**config.mk**
```make
export PLATFORM = sky130hd
export DESIGN_NAME = least_loaded_server_selector
export DESIGN_NICKNAME = d
export VERILOG_FILES = /design/src/rtl/core/lls_pkg.sv /design/src/rtl/core/lls_table.sv /design/src/rtl/core/lls_alu.sv /design/src/rtl/core/least_loaded_server_selector.sv
export VERILOG_INCLUDE_DIRS = /design/src /design/src/rtl/core
export SDC_FILE = /design/constraint.sdc
export NUM_CORES = 1
export LEC_CHECK = 0
export BUFFER_PORTS_ARGS = -buffer_cell sky130_fd_sc_hd__buf_2
export CELL_PAD_IN_SITES_DETAIL_PLACEMENT = 1
export CELL_PAD_IN_SITES_GLOBAL_PLACEMENT = 1
export CORE_UTILIZATION = 55
export CTS_CLUSTER_SIZE = 12
export DETAILED_ROUTE_END_ITERATION = 7
export PLACE_DENSITY_LB_ADDON = 0.12
export SYNTH_ARGS = -nofsm -noshare
export SYNTH_HDL_FRONTEND = slang
export SYNTH_HIERARCHICAL = 1
export SYNTH_SLANG_ARGS = --single-unit
```
**constraint.sdc**
```tcl
create_clock -name clk -period 13 [get_ports clk]
set_input_delay 2.6 -clock clk [delete_from_list [all_inputs] [get_ports clk]]
set_output_delay 2.6 -clock clk [all_outputs]
set_load 0.02 [all_outputs]
```
**src/rtl/core/least_loaded_server_selector_macros.svh**
```systemverilog
// assertion macros for the least loaded server selector
// expects clk and arst_n in the scope of the module that includes it
`ifndef LEAST_LOADED_SERVER_SELECTOR_MACROS_SVH
`define LEAST_LOADED_SERVER_SELECTOR_MACROS_SVH

// same-cycle implication, idle during reset
`define LLS_ASSERT_NOW(lbl, ante, cons, msg) \
	lbl: assert property (@(posedge clk) disable iff (!arst_n) (ante) |-> (cons)) else $error(msg);

// next-cycle implication, idle during reset
`define LLS_ASSERT_NEXT(lbl, ante, cons, msg) \
	lbl: assert property (@(posedge clk) disable iff (!arst_n) (ante) |=> (cons)) else $error(msg);

`endif

```
**src/rtl/core/lls_pkg.sv**
```systemverilog
// shared types and constants for the least loaded server selector
// no dependencies
package lls_pkg;

	localparam int MAX_SERVERS = 8;
	localparam int IDX_W       = 3;
	localparam int SCAN_W      = 4;
	localparam int COUNT_W     = 24;
	localparam int REQ_W       = 16;
	localparam int SIU_W       = 4;

	localparam logic [2:0] MODE_PICK     = 3'd0;
	localparam logic [2:0] MODE_REPORT   = 3'd1;
	localparam logic [2:0] MODE_DONE_OK  = 3'd2;
	localparam logic [2:0] MODE_DONE_BAD = 3'd3;
	localparam logic [2:0] MODE_MARK     = 3'd4;

	localparam logic CFG_SERVERS_IN_USE = 1'b0;
	localparam logic CFG_CHECK_INTERVAL = 1'b1;

	typedef struct packed {
		logic [2:0]         mode;
		logic [IDX_W-1:0]   server_index;
		logic [COUNT_W-1:0] report_load;
		logic [COUNT_W-1:0] report_errors;
		logic               report_ok;
	} in_t;

	typedef struct packed {
		logic [IDX_W-1:0] chosen_server;
		logic             all_down;
		logic             healthcheck_due;
	} out_t;

	typedef struct packed {
		logic [COUNT_W-1:0] load;
		logic [COUNT_W-1:0] err;
		logic               down;
	} entry_t;

	typedef struct packed {
		logic               load_we;
		logic               err_we;
		logic               down_we;
		logic [IDX_W-1:0]   addr;
		logic [COUNT_W-1:0] load;
		logic [COUNT_W-1:0] err;
		logic               down;
	} tbl_wr_t;

	typedef enum logic [2:0] {
		ST_IDLE,
		ST_EXEC,
		ST_ERR,
		ST_SCAN,
		ST_CHARGE
	} state_t;

endpackage

```
**src/rtl/core/lls_table.sv**
```systemverilog
// per-server table: load count, error count and down flag
// one read port, one write port with per-field enables; uses lls_pkg
module lls_table (
	input  logic                         clk,
	input  logic                         arst_n,
	input  logic [lls_pkg::IDX_W-1:0]    rd_addr,
	output lls_pkg::entry_t              rd_data,
	input  lls_pkg::tbl_wr_t             wr
);

	logic [lls_pkg::COUNT_W-1:0]     load_q [lls_pkg::MAX_SERVERS];
	logic [lls_pkg::COUNT_W-1:0]     err_q  [lls_pkg::MAX_SERVERS];
	logic [lls_pkg::MAX_SERVERS-1:0] down_q;

	always_ff @(posedge clk or negedge arst_n) begin
		if (!arst_n) begin
			for (int i = 0; i < lls_pkg::MAX_SERVERS; i++) begin
				load_q[i] <= '0;
				err_q[i]  <= '0;
			end
			down_q <= '1;
		end else begin
			if (wr.load_we) begin
				load_q[wr.addr] <= wr.load;
			end
			if (wr.err_we) begin
				err_q[wr.addr] <= wr.err;
			end
			if (wr.down_we) begin
				down_q[wr.addr] <= wr.down;
			end
		end
	end

	assign rd_data.load = load_q[rd_addr];
	assign rd_data.err  = err_q[rd_addr];
	assign rd_data.down = down_q[rd_addr];

endmodule

```
**src/rtl/core/lls_alu.sv**
```systemverilog
// shared unit: candidate compare for the scan and saturating 24-bit increment
// uses lls_pkg
module lls_alu (
	input  lls_pkg::entry_t               cand,
	input  logic [lls_pkg::COUNT_W-1:0]   best_load,
	input  logic [lls_pkg::COUNT_W-1:0]   best_err,
	input  logic                          found,
	output logic                          take,
	input  logic [lls_pkg::COUNT_W-1:0]   inc_in,
	output logic [lls_pkg::COUNT_W-1:0]   inc_out
);

	logic lt_load;
	logic eq_load;
	logic lt_err;

	assign lt_load = cand.load < best_load;
	assign eq_load = cand.load == best_load;
	assign lt_err  = cand.err < best_err;
	assign take    = !cand.down && (!found || lt_load || (eq_load && lt_err));

	assign inc_out = (inc_in == '1) ? inc_in : inc_in + 1'b1;

endmodule

```
**src/rtl/core/least_loaded_server_selector.sv**
```systemverilog
// top level: command sequencer, config registers and request counter
// uses lls_pkg, lls_table, lls_alu and least_loaded_server_selector_macros.svh
//
// channel   ports                         transfer when
// -------   ----------------------------  -------------------------
// command   start, busy, cmd              start high and busy low
// result    done, result                  done high (one cycle)
// config    cfg_we, cfg_index, cfg_wdata  cfg_we high
//
// pick and repick: the exec state, then N scan states, then the charge state, N = servers scanned
// (min of servers_in_use and 8), one table entry per cycle through the shared compare unit
// health report and request done ok: result from the exec state; request done bad: from the error state after it
// reset: table to zero counts with every server down, no clearing pass
// result is never stalled; busy drops in the cycle done is shown
`include "least_loaded_server_selector_macros.svh"

module least_loaded_server_selector (
	input  logic                clk,
	input  logic                arst_n,
	input  logic                start,
	output logic                busy,
	input  lls_pkg::in_t        cmd,
	output logic                done,
	output lls_pkg::out_t       result,
	input  logic                cfg_we,
	input  logic                cfg_index,
	input  logic [15:0]         cfg_wdata
);

	lls_pkg::state_t                  state_q, state_d;
	lls_pkg::in_t                     item_q, item_d;
	lls_pkg::out_t                    result_q, result_d;
	logic                             done_q, done_d;
	logic [lls_pkg::SCAN_W-1:0]       scan_q, scan_d;
	logic [lls_pkg::IDX_W-1:0]        sel_q, sel_d;
	logic [lls_pkg::COUNT_W-1:0]      best_load_q, best_load_d;
	logic [lls_pkg::COUNT_W-1:0]      best_err_q, best_err_d;
	logic                             found_q, found_d;
	logic [lls_pkg::REQ_W-1:0]        req_q, req_d;
	logic [lls_pkg::SIU_W-1:0]        siu_q;
	logic [lls_pkg::REQ_W-1:0]        interval_q;

	logic [lls_pkg::SCAN_W-1:0]       limit;
	logic [lls_pkg::REQ_W-1:0]        req_inc;
	logic [lls_pkg::IDX_W-1:0]        rd_addr;
	lls_pkg::entry_t                  rd_data;
	lls_pkg::tbl_wr_t                 wr;
	logic                             take;
	logic [lls_pkg::COUNT_W-1:0]      inc_in;
	logic [lls_pkg::COUNT_W-1:0]      inc_out;

	lls_table u_table (
		.clk     (clk),
		.arst_n  (arst_n),
		.rd_addr (rd_addr),
		.rd_data (rd_data),
		.wr      (wr)
	);

	lls_alu u_alu (
		.cand      (rd_data),
		.best_load (best_load_q),
		.best_err  (best_err_q),
		.found     (found_q),
		.take      (take),
		.inc_in    (inc_in),
		.inc_out   (inc_out)
	);

	// config registers
	always_ff @(posedge clk or negedge arst_n) begin
		if (!arst_n) begin
			siu_q      <= lls_pkg::SIU_W'(8);
			interval_q <= lls_pkg::REQ_W'(5);
		end else if (cfg_we) begin
			unique case (cfg_index)
				lls_pkg::CFG_SERVERS_IN_USE: siu_q <= cfg_wdata[lls_pkg::SIU_W-1:0];
				lls_pkg::CFG_CHECK_INTERVAL: interval_q <= cfg_wdata;
				default: ;
			endcase
		end
	end

	assign limit = (siu_q > lls_pkg::SIU_W'(lls_pkg::MAX_SERVERS))
		? lls_pkg::SCAN_W'(lls_pkg::MAX_SERVERS) : siu_q;
	assign req_inc = (req_q == '1) ? req_q : req_q + 1'b1;

	always_ff @(posedge clk or negedge arst_n) begin
		if (!arst_n) begin
			state_q <= lls_pkg::ST_IDLE;
			done_q  <= 1'b0;
			req_q   <= '0;
			found_q <= 1'b0;
			scan_q  <= '0;
		end else begin
			state_q <= state_d;
			done_q  <= done_d;
			req_q   <= req_d;
			found_q <= found_d;
			scan_q  <= scan_d;
		end
	end

	always_ff @(posedge clk) begin
		item_q      <= item_d;
		result_q    <= result_d;
		sel_q       <= sel_d;
		best_load_q <= best_load_d;
		best_err_q  <= best_err_d;
	end

	always_comb begin
		state_d     = state_q;
		item_d      = item_q;
		result_d    = result_q;
		done_d      = 1'b0;
		scan_d      = scan_q;
		sel_d       = sel_q;
		best_load_d = best_load_q;
		best_err_d  = best_err_q;
		found_d     = found_q;
		req_d       = req_q;
		rd_addr     = item_q.server_index;
		inc_in      = rd_data.load;
		wr          = '0;
		wr.addr     = item_q.server_index;

		unique case (state_q)
			lls_pkg::ST_IDLE: begin
				if (start) begin
					item_d  = cmd;
					state_d = lls_pkg::ST_EXEC;
				end
			end
			lls_pkg::ST_EXEC: begin
				result_d = '0;
				scan_d   = '0;
				found_d  = 1'b0;
				sel_d    = '0;
				unique case (item_q.mode)
					lls_pkg::MODE_PICK: begin
						state_d = (limit == '0) ? lls_pkg::ST_CHARGE : lls_pkg::ST_SCAN;
					end
					lls_pkg::MODE_MARK: begin
						wr.down_we = 1'b1;
						wr.down    = 1'b1;
						state_d = (limit == '0) ? lls_pkg::ST_CHARGE : lls_pkg::ST_SCAN;
					end
					lls_pkg::MODE_REPORT: begin
						wr.down_we = 1'b1;
						wr.down    = !item_q.report_ok;
						wr.load_we = item_q.report_ok;
						wr.err_we  = item_q.report_ok;
						wr.load    = item_q.report_load;
						wr.err     = item_q.report_errors;
						done_d     = 1'b1;
						state_d    = lls_pkg::ST_IDLE;
					end
					lls_pkg::MODE_DONE_OK, lls_pkg::MODE_DONE_BAD: begin
						wr.load_we = 1'b1;
						wr.load    = inc_out;
						if (req_inc >= interval_q) begin
							req_d = '0;
							result_d.healthcheck_due = 1'b1;
						end else begin
							req_d = req_inc;
						end
						if (item_q.mode == lls_pkg::MODE_DONE_BAD) begin
							state_d = lls_pkg::ST_ERR;
						end else begin
							done_d  = 1'b1;
							state_d = lls_pkg::ST_IDLE;
						end
					end
					default: begin
						done_d  = 1'b1;
						state_d = lls_pkg::ST_IDLE;
					end
				endcase
			end
			lls_pkg::ST_ERR: begin
				inc_in    = rd_data.err;
				wr.err_we = 1'b1;
				wr.err    = inc_out;
				done_d    = 1'b1;
				state_d   = lls_pkg::ST_IDLE;
			end
			lls_pkg::ST_SCAN: begin
				rd_addr = scan_q[lls_pkg::IDX_W-1:0];
				if (take) begin
					sel_d       = scan_q[lls_pkg::IDX_W-1:0];
					best_load_d = rd_data.load;
					best_err_d  = rd_data.err;
					found_d     = 1'b1;
				end
				scan_d = scan_q + 1'b1;
				if (scan_q == limit - 1'b1) begin
					state_d = lls_pkg::ST_CHARGE;
				end
			end
			lls_pkg::ST_CHARGE: begin
				rd_addr    = found_q ? sel_q : '0;
				wr.addr    = rd_addr;
				wr.load_we = 1'b1;
				wr.load    = inc_out;
				result_d.chosen_server = rd_addr;
				result_d.all_down      = !found_q;
				done_d     = 1'b1;
				state_d    = lls_pkg::ST_IDLE;
			end
			default: begin
				state_d = lls_pkg::ST_IDLE;
			end
		endcase
	end

	assign busy   = state_q != lls_pkg::ST_IDLE;
	assign done   = done_q;
	assign result = result_q;

	`LLS_ASSERT_NEXT(a_accept_busy, start && !busy, busy, "accepted command did not raise busy")
	`LLS_ASSERT_NOW(a_done_after_busy, done, $past(busy), "result without a command in flight")
	`LLS_ASSERT_NOW(a_down_chosen_zero, done && result.all_down, result.chosen_server == '0,
		"all_down with nonzero server")
	`LLS_ASSERT_NOW(a_due_alone, done && result.healthcheck_due,
		result.chosen_server == '0 && !result.all_down, "healthcheck_due mixed with a pick")

endmodule
```
==> impl_metrics.py <==
metrics = {
    "routing": {
        "dr.pass1.iters": 5,
        "drt-wirelength-per-cell_um": 26.03,
        "drt_iter0_drc": 836,
        "routed_wl_um": 65740,
        "detail-route-antenna-nets": 0,
        "avgViaCountPerCell": 6.164,
        "remaining_drc_errors": 0,
        "vias": 15560,
    },
    "place": {
        "hpwl_um": 40290,
        "place_congestion": 0.8242,
        "place_worst_setup_slack_ns": 6.845,
        "io_buffers": 82,
    },
    "pwr": {
        "ir_drop_mv": 0.1497,
        "leakage_nw": 13.95,
        "switching_share_pct": 29.84,
        "clkPwrFrac_pct": 34.2,
        "power.internal_mw": 3.587,
        "p_sw_mw": 1.525,
        "p_seq_share_pct": 42.3,
        "pwr-share-comb_pct": 23.4,
        "powerDensity_nw_per_um2": 173.4,
    },
    "setup_path": {
        "cp.arrival_ns": 6.47,
        "startpoint_type": "register",
        "critPathKind": "register to register",
        "critPathMaxFanout": 50,
        "worstPathRequired_ns": 13.24,
        "r2r_end": "best_load_q[9]",
        "reg2reg_depth": 16,
        "reg2reg_from": "state_q[1]",
        "reg2reg_slack_ns": 6.77,
        "critPathLaunch": "state_q[1]",
        "end_kind": "register",
    },
    "yosys": {
        "async_flop_share_pct": 79.74,
        "netlist_instances": 1790,
        "yosys-top-cells-count": "mux2_2 (468), dfrtp_1 (426), edfxtp_1 (111)",
        "synth_ff_type": "dfrtp_1",
        "netlist.area_leader.share_pct": 40.05,
        "yosysWarnings": 6,
        "synth.most_common_cell": "mux2_2",
        "synth_seq_cells": 548,
        "synth_nets": 1934,
        "syn_area_um2": 26610,
        "ys_seq_area_share_pct": 53.66,
        "syn_avg_cell_area_um2": 14.87,
        "synthTopCellsByArea": "dfrtp_1 (40%), mux2_2 (20%), edfxtp_1 (13%), mux4_2 (8.3%), ha_1 (3.2%)",
        "yosysTopAreaCell": "dfrtp_1",
        "synth-edff-count": 111,
        "synth_cell_type_count": 73,
    },
    "sta": {
        "tns_ns": 0,
        "layout_min_cycle_time_ns": 6.229,
        "fin_skew_ns": 0.02364,
        "hold_viol": 0,
        "rsz0062_at_grt": "false",
        "holdWs_ns": 0.4897,
        "max_freq_mhz": 160.6,
        "slew_violations": 0,
        "min_period_over_period_pct": 47.91,
        "worst_pin_slew_ns": 1.196,
        "relSlewSlack_pct": 20.07,
        "setup_viol": 0,
        "fin_ws_ns": 6.771,
    },
    "floorplanning": {
        "die_h_um": 222.0,
        "die-area_um2": 49270,
        "start_util_pct": 55.74,
        "core_area_um2": 47750,
        "io_pins": 83,
        "fp-row-count": 80,
        "die_width_um": 222.0,
    },
    "clock_tree": {
        "cts.path.max_buffers": 3,
        "cts_hold_buf": 0,
        "cts_buffers": 59,
        "clkSinkCount": 548,
        "post_cts_buffers": 0,
        "cts_root_buf": "clkbuf_16",
        "clk_latency_ns": 0.62,
        "cts_tree": "built",
        "ctsResizeCount": 0,
        "htree_num_levels": 2,
        "cts.reportedPaths.clkPinSlew_ns": 0.06,
    },
    "global_routing": {
        "grt-ovfl-total": 0,
        "grtUsageTotal_pct": 27.82,
        "antenna_found_initial": 1,
        "grt_pass1_vias": 17410,
        "grt_pass1_wl_um": 104300,
        "grt_max_degree": 175,
    },
    "finish": {
        "fill_cells": 4327,
        "nNetsFinal": 2004,
        "n_antenna_cell": 0,
        "drive_gt1_share_pct": 42.36,
        "synthToLayoutAreaGrowth_pct": 10.77,
        "seqCellArea_um2": 14280,
        "multi_input_area_um2": 11520,
    },
    "outcome": {
        "status": "finished clean",
    },
    "min_path": {
        "hp-class": "register to register",
        "min_to": "u_table/load_q[185]",
        "min_from": "u_table/load_q[185]",
        "hold_depth": 1,
    },
    "job": {
        "max-cap-violations": 0,
    },
}
critical path, cell delays in order, from the launching register on:
cell,delay (ns)
dfrtp_1,0.51
nor2_1,0.19
and2_1,0.20
nand3_1,0.20
nand2_4,0.65
buf_4,0.79
mux4_2,0.41
mux2_2,0.32
ha_1,0.23
nor4bb_1,0.30
nand4_1,0.15
a211o_1,0.32
a2111oi_2,0.38
a211o_1,0.26
nand3_1,0.16
inv_2,0.09
buf_4,0.55
metrics by stage:
stage                     total power [mW]  std cells  cell area [um^2]  utilization, %
after floorplan                      3.033       1790             26610               -
after global placement               3.340       2414             27450           57.49
after detailed placement             3.390       2414             27450           57.49
after CTS                            5.167       2525             29480           61.74
after global routing                 5.332       2525             29480           61.74
final                                5.112       2525             29480           61.74
cell type report:
class | count | share of cell area [%]
sequential | 548 | 48.45
clock buffer | 90 | 5.955
tap | 615 | 2.610
multi-input combinational | 1071 | 39.06
clock inverter | 21 | 0.9253
timing repair buffer | 104 | 2.029
inverter | 76 | 0.9677
kinds of logic after synthesis:
group	Yosys count	synth area share, %
adders and majority gates	68	3.197
xor gates and xnor gates	42	1.382
DFF	548	53.66
buffers and inverters	171	3.310
AOI/OAI and AO/OA	145	3.996
muxes	588	29.02
and+or+nand+nor	228	5.430
worst max-delay path by stage:
stage	end	slack [ns]	cells after the start
finish	best_load_q[9]	6.77	16
global route	best_load_q[9]	6.29	16
CTS	best_load_q[8]	6.85	16
detailed placement	best_err_q[8]	6.85	16
global placement	best_err_q[8]	7.10	16
floorplan	item_q[0]	7.60	2
registers in the layout, summed over array words and instances, names as in the netlist:
| signal | cells |
|---|---|
| done | 1 |
| req_q | 16 |
| u_table/load_q | 192 |
| found_q | 1 |
| interval_q | 16 |
| best_load_q | 24 |
| item_q | 55 |
| state_q | 3 |
| u_table/down_q | 8 |
| scan_q | 4 |
| siu_q | 4 |
| sel_q | 3 |
| u_table/err_q | 192 |
| result | 5 |
| best_err_q | 24 |
power groups by stage:
stage,combinational [mW],sequential [mW],clock (mW)
detailed placement,1.20,2.19,0
CTS,1.21,2.16,1.79
global route,1.30,2.19,1.84
finish,1.20,2.16,1.75
global placement,1.17,2.17,0
floorplan,0.885,2.15,0
placed cells by master (no fill, tap or decap), types with 28 or more instances in the layout:
cell type,count
mux2_2,468
dfrtp_1,426
edfxtp_1,111
mux4_2,98
buf_2,81
inv_1,75
ha_1,68
nand2_1,61
clkbuf_16,61
a22o_1,56
a21oi_1,28
per-layer routing:
| layer | GRT usage (%) | share of wire (%) |
|---|---|---|
| met5 | 0 | 0.020 |
| met4 | 7.482 | 2.2 |
| met3 | 3.909 | 3.9 |
| met2 | 46.86 | 50 |
| met1 | 38.05 | 44 |
(Power assumes the default switching activity.)
